===== src/design/case_insensitive_string_interner_top_defines.svh =====
// Assertion macros for the case-insensitive string interner.
// Included by the top level; no other dependencies.
`ifndef CASE_INSENSITIVE_STRING_INTERNER_TOP_DEFINES_SVH
`define CASE_INSENSITIVE_STRING_INTERNER_TOP_DEFINES_SVH
`ifndef SYNTHESIS
`define CISI_ASSERT_SAME(lbl, clk, rst_n, ante, cons, msg) \
  lbl: assert property (@(posedge clk) disable iff (!rst_n) (ante) |-> (cons)) else $error(msg);
`define CISI_ASSERT_NEXT(lbl, clk, rst_n, ante, cons, msg) \
  lbl: assert property (@(posedge clk) disable iff (!rst_n) (ante) |=> (cons)) else $error(msg);
`else
`define CISI_ASSERT_SAME(lbl, clk, rst_n, ante, cons, msg)
`define CISI_ASSERT_NEXT(lbl, clk, rst_n, ante, cons, msg)
`endif
`endif


===== src/design/cisi_pkg.sv =====
// Shared types, constants and helpers for the case-insensitive string interner.
// Used by cisi_ctrl, cisi_dpath and the top level; depends on nothing.
package cisi_pkg;

  localparam int unsigned TABLE_SLOTS = 512;    // power of two
  localparam int unsigned STORE_BYTES = 65536;
  localparam int unsigned MAX_LENGTH  = 255;

  localparam int unsigned SLOT_W  = $clog2(TABLE_SLOTS);
  localparam int unsigned CNT_W   = $clog2(TABLE_SLOTS + 1);
  localparam int unsigned SADDR_W = $clog2(STORE_BYTES);
  localparam int unsigned USED_W  = $clog2(STORE_BYTES + 1);
  localparam int unsigned PEND_W  = 9;
  localparam int unsigned ID_W    = 16;
  localparam int unsigned PROBE_W = 10;
  localparam int unsigned LIMIT_W = 10;

  localparam logic [31:0] HASH_BASIS = 32'd2166136261;
  localparam logic [31:0] HASH_PRIME = 32'd16777619;

  localparam logic [2:0] STATUS_FOUND      = 3'd0;
  localparam logic [2:0] STATUS_INSERTED   = 3'd1;
  localparam logic [2:0] STATUS_TOO_LONG   = 3'd2;
  localparam logic [2:0] STATUS_TABLE_FULL = 3'd3;
  localparam logic [2:0] STATUS_STORE_FULL = 3'd4;

  localparam logic REG_ENTRY_LIMIT = 1'b0;
  localparam logic [LIMIT_W-1:0] ENTRY_LIMIT_RESET = 10'd358;

  typedef enum logic [3:0] {
    ST_CLEAR, ST_RUN, ST_PROBE_RD, ST_PROBE_CHK, ST_LEN_CHK, ST_CMP_RD, ST_CMP_CHK,
    ST_INS_CHK, ST_INS_RD, ST_INS_WR, ST_INS_END, ST_DONE
  } state_e;

  typedef enum logic [2:0] {
    RES_EMPTY, RES_TOO_LONG, RES_HIT, RES_TABLE_FULL, RES_STORE_FULL, RES_INSERTED
  } res_e;

  typedef struct packed {
    logic clr_step;
    logic take;
    logic probe_start;
    logic probe_inc;
    logic rd_len;
    logic advance;
    logic miss_empty;
    logic miss_full;
    logic idx_clr;
    logic idx_inc;
    logic ins_hdr;
    logic ins_byte;
    logic ins_end;
    logic res_set;
    res_e res_code;
    logic out_load;
  } cmd_t;

  typedef struct packed {
    logic clr_last;
    logic slot_empty;
    logic hash_eq;
    logic len_eq;
    logic byte_eq;
    logic idx_last;
    logic visit_last;
    logic table_full;
    logic store_full;
    logic out_free;
  } sts_t;

  function automatic logic [7:0] fold_case(input logic [7:0] c);
    fold_case = (c >= 8'd65 && c <= 8'd90) ? c + 8'd32 : c;
  endfunction

endpackage


===== src/design/cisi_ctrl.sv =====
// Controller state machine of the string interner.
// Depends on cisi_pkg; drives cisi_dpath through cmd_t and reads sts_t.
module cisi_ctrl (
  input  logic           clk_i,
  input  logic           rst_ni,
  input  logic           s_tvalid_i,
  input  logic           s_tlast_i,
  input  logic           s_tuser_i,
  input  logic           too_long_i,
  input  cisi_pkg::sts_t sts_i,
  output logic           s_tready_o,
  output cisi_pkg::cmd_t cmd_o
);

  cisi_pkg::state_e state_q, state_d;

  always_ff @(posedge clk_i or negedge rst_ni) begin
    if (!rst_ni) begin
      state_q <= cisi_pkg::ST_CLEAR;
    end else begin
      state_q <= state_d;
    end
  end

  always_comb begin
    state_d = state_q;
    unique case (state_q)
      cisi_pkg::ST_CLEAR: begin
        if (sts_i.clr_last) state_d = cisi_pkg::ST_RUN;
      end
      cisi_pkg::ST_RUN: begin
        if (s_tvalid_i) begin
          if (s_tuser_i) state_d = cisi_pkg::ST_DONE;
          else if (s_tlast_i) state_d = too_long_i ? cisi_pkg::ST_DONE : cisi_pkg::ST_PROBE_RD;
        end
      end
      cisi_pkg::ST_PROBE_RD: state_d = cisi_pkg::ST_PROBE_CHK;
      cisi_pkg::ST_PROBE_CHK: begin
        if (sts_i.slot_empty) state_d = cisi_pkg::ST_INS_CHK;
        else if (sts_i.hash_eq) state_d = cisi_pkg::ST_LEN_CHK;
        else state_d = sts_i.visit_last ? cisi_pkg::ST_INS_CHK : cisi_pkg::ST_PROBE_RD;
      end
      cisi_pkg::ST_LEN_CHK: begin
        if (sts_i.len_eq) state_d = cisi_pkg::ST_CMP_RD;
        else state_d = sts_i.visit_last ? cisi_pkg::ST_INS_CHK : cisi_pkg::ST_PROBE_RD;
      end
      cisi_pkg::ST_CMP_RD: state_d = cisi_pkg::ST_CMP_CHK;
      cisi_pkg::ST_CMP_CHK: begin
        if (!sts_i.byte_eq) begin
          state_d = sts_i.visit_last ? cisi_pkg::ST_INS_CHK : cisi_pkg::ST_PROBE_RD;
        end else begin
          state_d = sts_i.idx_last ? cisi_pkg::ST_DONE : cisi_pkg::ST_CMP_RD;
        end
      end
      cisi_pkg::ST_INS_CHK: begin
        if (sts_i.table_full || sts_i.store_full) state_d = cisi_pkg::ST_DONE;
        else state_d = cisi_pkg::ST_INS_RD;
      end
      cisi_pkg::ST_INS_RD: state_d = cisi_pkg::ST_INS_WR;
      cisi_pkg::ST_INS_WR: state_d = sts_i.idx_last ? cisi_pkg::ST_INS_END : cisi_pkg::ST_INS_RD;
      cisi_pkg::ST_INS_END: state_d = cisi_pkg::ST_DONE;
      cisi_pkg::ST_DONE: begin
        if (sts_i.out_free) state_d = cisi_pkg::ST_RUN;
      end
      default: state_d = cisi_pkg::ST_CLEAR;
    endcase
  end

  always_comb begin
    cmd_o = '0;
    cmd_o.res_code = cisi_pkg::RES_EMPTY;
    s_tready_o = 1'b0;
    unique case (state_q)
      cisi_pkg::ST_CLEAR: cmd_o.clr_step = 1'b1;
      cisi_pkg::ST_RUN: begin
        s_tready_o = 1'b1;
        if (s_tvalid_i) begin
          cmd_o.take = 1'b1;
          if (s_tuser_i) begin
            cmd_o.res_set = 1'b1;
            cmd_o.res_code = cisi_pkg::RES_EMPTY;
          end else if (s_tlast_i) begin
            if (too_long_i) begin
              cmd_o.res_set = 1'b1;
              cmd_o.res_code = cisi_pkg::RES_TOO_LONG;
            end else begin
              cmd_o.probe_start = 1'b1;
            end
          end
        end
      end
      cisi_pkg::ST_PROBE_RD: ;
      cisi_pkg::ST_PROBE_CHK: begin
        if (sts_i.slot_empty) begin
          cmd_o.miss_empty = 1'b1;
        end else begin
          cmd_o.probe_inc = 1'b1;
          if (sts_i.hash_eq) begin
            cmd_o.rd_len = 1'b1;
          end else begin
            cmd_o.advance = 1'b1;
            cmd_o.miss_full = sts_i.visit_last;
          end
        end
      end
      cisi_pkg::ST_LEN_CHK: begin
        if (sts_i.len_eq) begin
          cmd_o.idx_clr = 1'b1;
        end else begin
          cmd_o.advance = 1'b1;
          cmd_o.miss_full = sts_i.visit_last;
        end
      end
      cisi_pkg::ST_CMP_RD: ;
      cisi_pkg::ST_CMP_CHK: begin
        if (!sts_i.byte_eq) begin
          cmd_o.advance = 1'b1;
          cmd_o.miss_full = sts_i.visit_last;
        end else if (sts_i.idx_last) begin
          cmd_o.res_set = 1'b1;
          cmd_o.res_code = cisi_pkg::RES_HIT;
        end else begin
          cmd_o.idx_inc = 1'b1;
        end
      end
      cisi_pkg::ST_INS_CHK: begin
        if (sts_i.table_full) begin
          cmd_o.res_set = 1'b1;
          cmd_o.res_code = cisi_pkg::RES_TABLE_FULL;
        end else if (sts_i.store_full) begin
          cmd_o.res_set = 1'b1;
          cmd_o.res_code = cisi_pkg::RES_STORE_FULL;
        end else begin
          cmd_o.ins_hdr = 1'b1;
          cmd_o.idx_clr = 1'b1;
        end
      end
      cisi_pkg::ST_INS_RD: ;
      cisi_pkg::ST_INS_WR: begin
        cmd_o.ins_byte = 1'b1;
        cmd_o.idx_inc = !sts_i.idx_last;
      end
      cisi_pkg::ST_INS_END: begin
        cmd_o.ins_end = 1'b1;
        cmd_o.res_set = 1'b1;
        cmd_o.res_code = cisi_pkg::RES_INSERTED;
      end
      cisi_pkg::ST_DONE: cmd_o.out_load = sts_i.out_free;
      default: ;
    endcase
  end

endmodule


===== config.mk =====
export PLATFORM = sky130hd
export DESIGN_NAME = cisi_ctrl
export DESIGN_NICKNAME = d
export VERILOG_FILES = /design/src/design/case_insensitive_string_interner_top_defines.svh /design/src/design/cisi_pkg.sv /design/src/design/cisi_ctrl.sv
export SDC_FILE = /design/constraint.sdc
export NUM_CORES = 1
export LEC_CHECK = 0
export BUFFER_PORTS_ARGS = -buffer_cell sky130_fd_sc_hd__buf_2
export CORE_MARGIN = 2
export CORE_UTILIZATION = 44
export DETAILED_ROUTE_END_ITERATION = 8
export GPL_TIMING_DRIVEN = 0
export PLACE_DENSITY = 0.87
export SLEW_MARGIN = 40
export SYNTH_ARGS = -nofsm -noshare
export SYNTH_HDL_FRONTEND = slang
export SYNTH_SLANG_ARGS = --single-unit

===== constraint.sdc =====
create_clock -name clk_i -period 1.75 [get_ports clk_i]
set_input_delay 0.35 -clock clk_i [delete_from_list [all_inputs] [get_ports clk_i]]
set_output_delay 0.35 -clock clk_i [all_outputs]
set_load 0.01 [all_outputs]

==> out/metrics.cfg, run 1 <==
[power]
power_mw = 2.03
p_leak_nw = 0.608
switching_share = 0.477
power_per_cell_area_mw_per_mm2 = 1650
irDropWorstVdd_mv = 1.01
p_int_mw = 1.06
power_frac_seq = 0.109
power_switching_mw = 0.968
power.clock.fraction = 0.070
pwr-share-comb = 0.821

[yosys]
postSynthCellCount = 97
ys_async_sr_fraction = 1.00
avgSynthCellArea_um2 = 6.95
synth_edf_count = 0
yosysSeqAreaShare = 0.148
synthXorXnorAreaFrac = 0
synth_nets = 113
synth.area.mux_share = 0.0167
synth_adder_area_share = 0
synth_compound_area_frac = 0.308
synth-simple-area-share = 0.429
synth_cell_type_count = 39
synth_top_family_by_area = simple AND/OR/NAND/NOR gates
synth_warnings = 0
ys_ff_latch = 4
ys.flop_type = dfrtp_1
synth_area_um2 = 674

[critical_path]
path_delay_family = simple AND/OR/NAND/NOR gates
critPathMaxFanout = 9
critPathBufInv = 2
path_common_cell = buf_6
path_class = flop to primary output
crit_chain = nand2b_1 > buf_6 > or3_4 > o21ai_2 > and2_4 > buf_6
slowest_stage = dfrtp_1
reg2reg_slack_ps = 70
cp.required_ps = 1400
start_kind = flop
crit_start = state_q[3]
rr_startpoint = state_q[1]
cp-end-kind = primary output
slowest_delay_ps = 410
crit_arrival_ps = 1720

[sta]
finalCritPeriodShare = 1.18
tightest_slew_ps = 360
rsz0062_at_grt = true
max_freq_mhz = 483
post-route-min-period_ps = 2070
worst_slack_ps = -319
final-max-slew-violation-count = 0
slew_headroom = 0.757
finalSetupViolCount = 19
hold_viol = 0
skew_ps = 2.08

[floorplan]
rows = 14
die_y_um = 43.2
start_util = 0.458
core_area_mm2 = 0.00147
pin_count = 35
die_w_um = 43.2
die_area_mm2 = 0.00186

[clock_network]
cts_htree_levels = 1
clk_latency_ps = 260
cts.reportedPaths.clkPinSlew_ps = 50
clock-root-buffer = clkbuf_4
cts_tree = yes
cts_sinks = 4
clockBufferDepth = 2
cts_buffers = 3

[cells_and_area]
largest_register_ffs = 4
insertedDiodeCount = 0
largestRegisters = state_q: 4 flops
area_growth_pct = 82.2
largest-register = state_q
drive_above_1_share = 0.553
layout.nets = 170
stdcell_area_mm2 = 0.00123
final_util = 0.835

[place]
dpl_cell_area_um2 = 868
portBuffers = 34
place_congestion = 0.860
dp_hpwl_um = 1610

[flow_run]
maxCapViolations = 0

[route]
drt_pass1_iterations = 4
initialDrtViolationCount = 48
antenna_left = 0
drc_errors = 0
via_per_inst = 6.48
wl_um = 3300
vias = 1088
detail_route.wl_per_cell_um = 19.6

[grt]
antenna_found_initial = 0
grt_start_max_net_pins = 11
grt_pass1_vias = 874
grt.overflow.total = 0
grt_pass1_wl_um = 3560
track_usage = 0.253

[min_path]
hp-class = input port to async pin

[status]
status = complete, but fails checks
violations = negative setup slack

[worst register-to-register path, delay by kind of cell (launching register included)]
family | cells | cell delay, ps
buffers and inverters | 3 | 430
AOI/OAI and AO/OA | 3 | 520
DFF | 1 | 450
and+or+nand+nor | 1 | 160
[Yosys cell counts, types with 2 or more instances]
cell      n  share of area
nand2b_1  7          0.065
and3_1    3          0.028
a21oi_1   7          0.052
or3_1     2          0.019
o311ai_0  2          0.026
a31oi_1   3          0.028
o21ai_0   9          0.067
nand2_1   7          0.039
nor3b_1   3          0.033
and2_1    2          0.019
nor2_1    9          0.050
inv_1     6          0.033
buf_2     2          0.015
o21ai_1   2          0.015
dfrtp_1   4           0.15
nor2b_1   2          0.019
clkbuf_1  2          0.011
nor3_1    2          0.015
nor4_1    2          0.019
buf_4     2          0.022
[power by group through the flow]
stage               Sequential (mW)  Combinational, mW  Clock (mW)
finish                        0.221               1.67       0.142
detailed placement            0.192               1.00           0
global route                  0.223               1.74       0.141
floorplan                     0.177              0.746           0
global placement              0.188              0.967           0
CTS                           0.189               1.16       0.120
[kinds of logic after synthesis]
logic type / after synthesis
compound gates: 33
simple gates: 46
buf+inv: 13
flops: 4
mux: 1
[per-stage QoR]
step / setup slack, ps / setup TNS (ps) / hold slack, ps / cells
after floorplan: 0.941 / 0 / 54.4 / 97
after global placement: -29.3 / -43.9 / 155 / 147
after detailed placement: -110 / -276 / 162 / 147
after CTS: -262 / -1790 / 415 / 157
after global routing: -355 / -3850 / 443 / 168
final: -319 / -3180 / 426 / 168
[timing repair]
item / CTS / global route
buffers inserted: 6 / 13
resized for setup: 9 / 44
pin swaps: 5 / 14
setup endpoints to repair: 14 / 17
hold endpoints to repair: 4 / 0
hold buffers: 1 / 0
[area by class of cell]
class,count,area [µm²]
sequential,4,103
timing repair buffer,52,368
clock buffer,3,22.5
inverter,6,22.5
tap,16,20.0
buffer,7,77.6
fill,69,243
multi-input combinational,80,616
[cells in the final DEF (no fill, tap or decap), types with 3 or more instances in the layout]
master	synthesis	routed
buf_2	2	28
buf_6	1	17
buf_4	2	12
nand2b_1	7	7
nor2_1	9	7
a21oi_1	7	7
o21ai_0	9	7
nand2_1	7	6
inv_1	6	6
a31oi_1	3	3
clkbuf_4	0	3
[worst paths after layout]
| check | end | depth (start not counted) |
|---|---|---|
| max | cmd_o[10] | 6 |
| min | state_q[1] | 2 |
| max reg2reg | state_q[0] | 7 |
| min reg2reg | state_q[1] | 3 |
| max in group asynchronous | state_q[0] | 2 |
| min in group clk_i | state_q[2] | 3 |
[layer usage]
| layer | GRT usage | vias up | part of all wire |
|---|---|---|---|
| met2 | 0.448 | 85 | 0.51 |
| met1 | 0.274 | 512 | 0.35 |
| met4 | 0.176 | 0 | 0.060 |
| met3 | 0.0298 | 24 | 0.078 |
| li1 | - | 467 | - |
| met5 | 0 | - | 0 |
Power figures use the tool's default switching activity.
==> inputs of run 2 (changes only) <==
REMOVE_ABC_BUFFERS = 1   (was not set)
==> out/metrics.cfg, run 2 (synthesized netlist as in run 1, its figures left out) <==
[cells_and_area]
largestRegisters = state_q: 4 flops
layout.nets = 162  ; -4.7%
final_cell_mix = buf_2, buf_4, nor2_1
area_growth_pct = 60.9
insertedDiodeCount = 0  ; unchanged
ff_latch_area_um2 = 105  ; +2.4%
largest-register = state_q
drive_above_1_share = 0.514  ; -0.0387
final_common_cell = buf_2
n_fill_cell = 112  ; +62%
multi_input_area_um2 = 592  ; -3.9%
largest_register_ffs = 4  ; unchanged

[grt]
grt_pass1_vias = 851  ; -2.6%
antenna_found_initial = 0  ; unchanged
track_usage = 0.239  ; -0.0143
grt_start_max_net_pins = 12  ; +1
grt_pass1_wl_um = 3460  ; -2.9%
grt.overflow.total = 0  ; unchanged

[clock_network]
cts_buffers = 3  ; unchanged
cts_sinks = 4  ; unchanged
cts_tree = yes
clk_latency_ps = 240  ; -20 ps
clock-root-buffer = clkbuf_4
cts.reportedPaths.clkPinSlew_ps = 40  ; about the same
clockBufferDepth = 2  ; unchanged
cts_htree_levels = 1  ; unchanged

[min_path]
worstHoldPathCells = 3
hp-class = input port to flop

[route]
antenna_left = 0  ; unchanged
vias = 963  ; -11%
wl_um = 2400  ; -27%
drc_errors = 0  ; unchanged
drt_pass1_iterations = 4  ; unchanged
initialDrtViolationCount = 31  ; -35%
detail_route.wl_per_cell_um = 15.0  ; -24%
via_per_inst = 6.02  ; -7.1%

[sta]
post-route-min-period_ps = 2000  ; -70.6 ps
tightest_slew_ps = 430  ; +69.8 ps
rsz0062_at_grt = true
tns_ps = -1290  ; +1890 ps
finalCritPeriodShare = 1.14  ; -0.0404
slew_headroom = 0.711  ; -0.0457
finalSetupViolCount = 11  ; -8
final-max-slew-violation-count = 0  ; unchanged
skew_ps = 0.205  ; -1.87 ps
hold_viol = 0  ; unchanged
max_freq_mhz = 500  ; +3.5%
worst_slack_ps = -249  ; +70.6 ps

[critical_path]
r2r_cells = 7  ; unchanged
start_kind = flop
path_class = flop to primary output
critPathMaxFanout = 3  ; -6
crit_arrival_ps = 1650  ; -70 ps
cp.required_ps = 1400  ; about the same
cp-end-kind = primary output
reg2reg_slack_ps = 140  ; +70 ps

[place]
dp_hpwl_um = 1330  ; -17%
place_congestion = 0.832  ; -3.3%
place_ws_ps = -433  ; -322 ps
portBuffers = 34  ; unchanged

[floorplan]
die_y_um = 43.2  ; unchanged
rows = 14  ; unchanged
start_util = 0.458  ; unchanged
core_area_mm2 = 0.00147  ; unchanged
die_area_mm2 = 0.00186  ; unchanged
pin_count = 35  ; unchanged
die_w_um = 43.2  ; unchanged

[flow_run]
maxCapViolations = 0  ; unchanged

[power]
power_per_cell_area_mw_per_mm2 = 1570  ; -4.8%
irDropWorstVdd_mv = 0.720  ; -29%
power_mw = 1.71  ; -16%
p_leak_nw = 0.551  ; -9.4%

[status]
violations = negative setup slack
status = complete, but fails checks

run 2: through the flow:
stage                      util  cells  cell area [µm²]  hold WS, ps
after floorplan               -     90              631         54.4
after global placement    0.558    140              821          152
after detailed placement  0.558    140              821          157
after CTS                 0.696    159             1020          411
after global routing      0.737    160             1080          452
final                     0.737    160             1080          430
run 2: critical path, stage by stage (launching register included):
cell and delay, ps:
dfrtp_2 380, mux2_2 360, or3_4 350, o21ai_2 70, and2_1 130, buf_2 120
run 2: final cells by class:
type | instances | share of cell area
multi-input cells | 80 | 0.546
clock buffers | 3 | 0.0208
well taps | 16 | 0.0185
repair buffers | 51 | 0.298
inverters | 6 | 0.0208
flip-flops and latches | 4 | 0.0969
run 2: metal layers:
metal / GRT usage / vias to the layer above / part of all wire / routed length [µm]
li1: - / 450 / - / -
met1: 0.293 / 462 / 0.42 / 1010
met2: 0.418 / 43 / 0.49 / 1180
met3: 0.0383 / 8 / 0.057 / 136
met4: 0.0788 / 0 / 0.026 / 63
met5: 0 / - / 0 / 0
run 2: worst paths after layout:
path | startpoint | end
min in group asynchronous | rst_ni | state_q[3]
min reg2reg | state_q[0] | state_q[1]
max in group asynchronous | rst_ni | state_q[1]
max reg2reg | state_q[1] | state_q[0]
max | state_q[1] | cmd_o[10]
min | sts_i[3] | state_q[2]
run 2: timing repair:
item	in CTS	in global routing
endpoints found under the hold margin	4	0
gates resized for setup	17	14
hold buffers	1	0
endpoints found under the setup margin	21	16
buffers inserted	15	2
pin swaps	7	8
run 2: power breakdown:
part           switching [mW]  internal [mW]
Combinational           0.657          0.684
Sequential             0.0988          0.149
Clock                  0.0400         0.0768
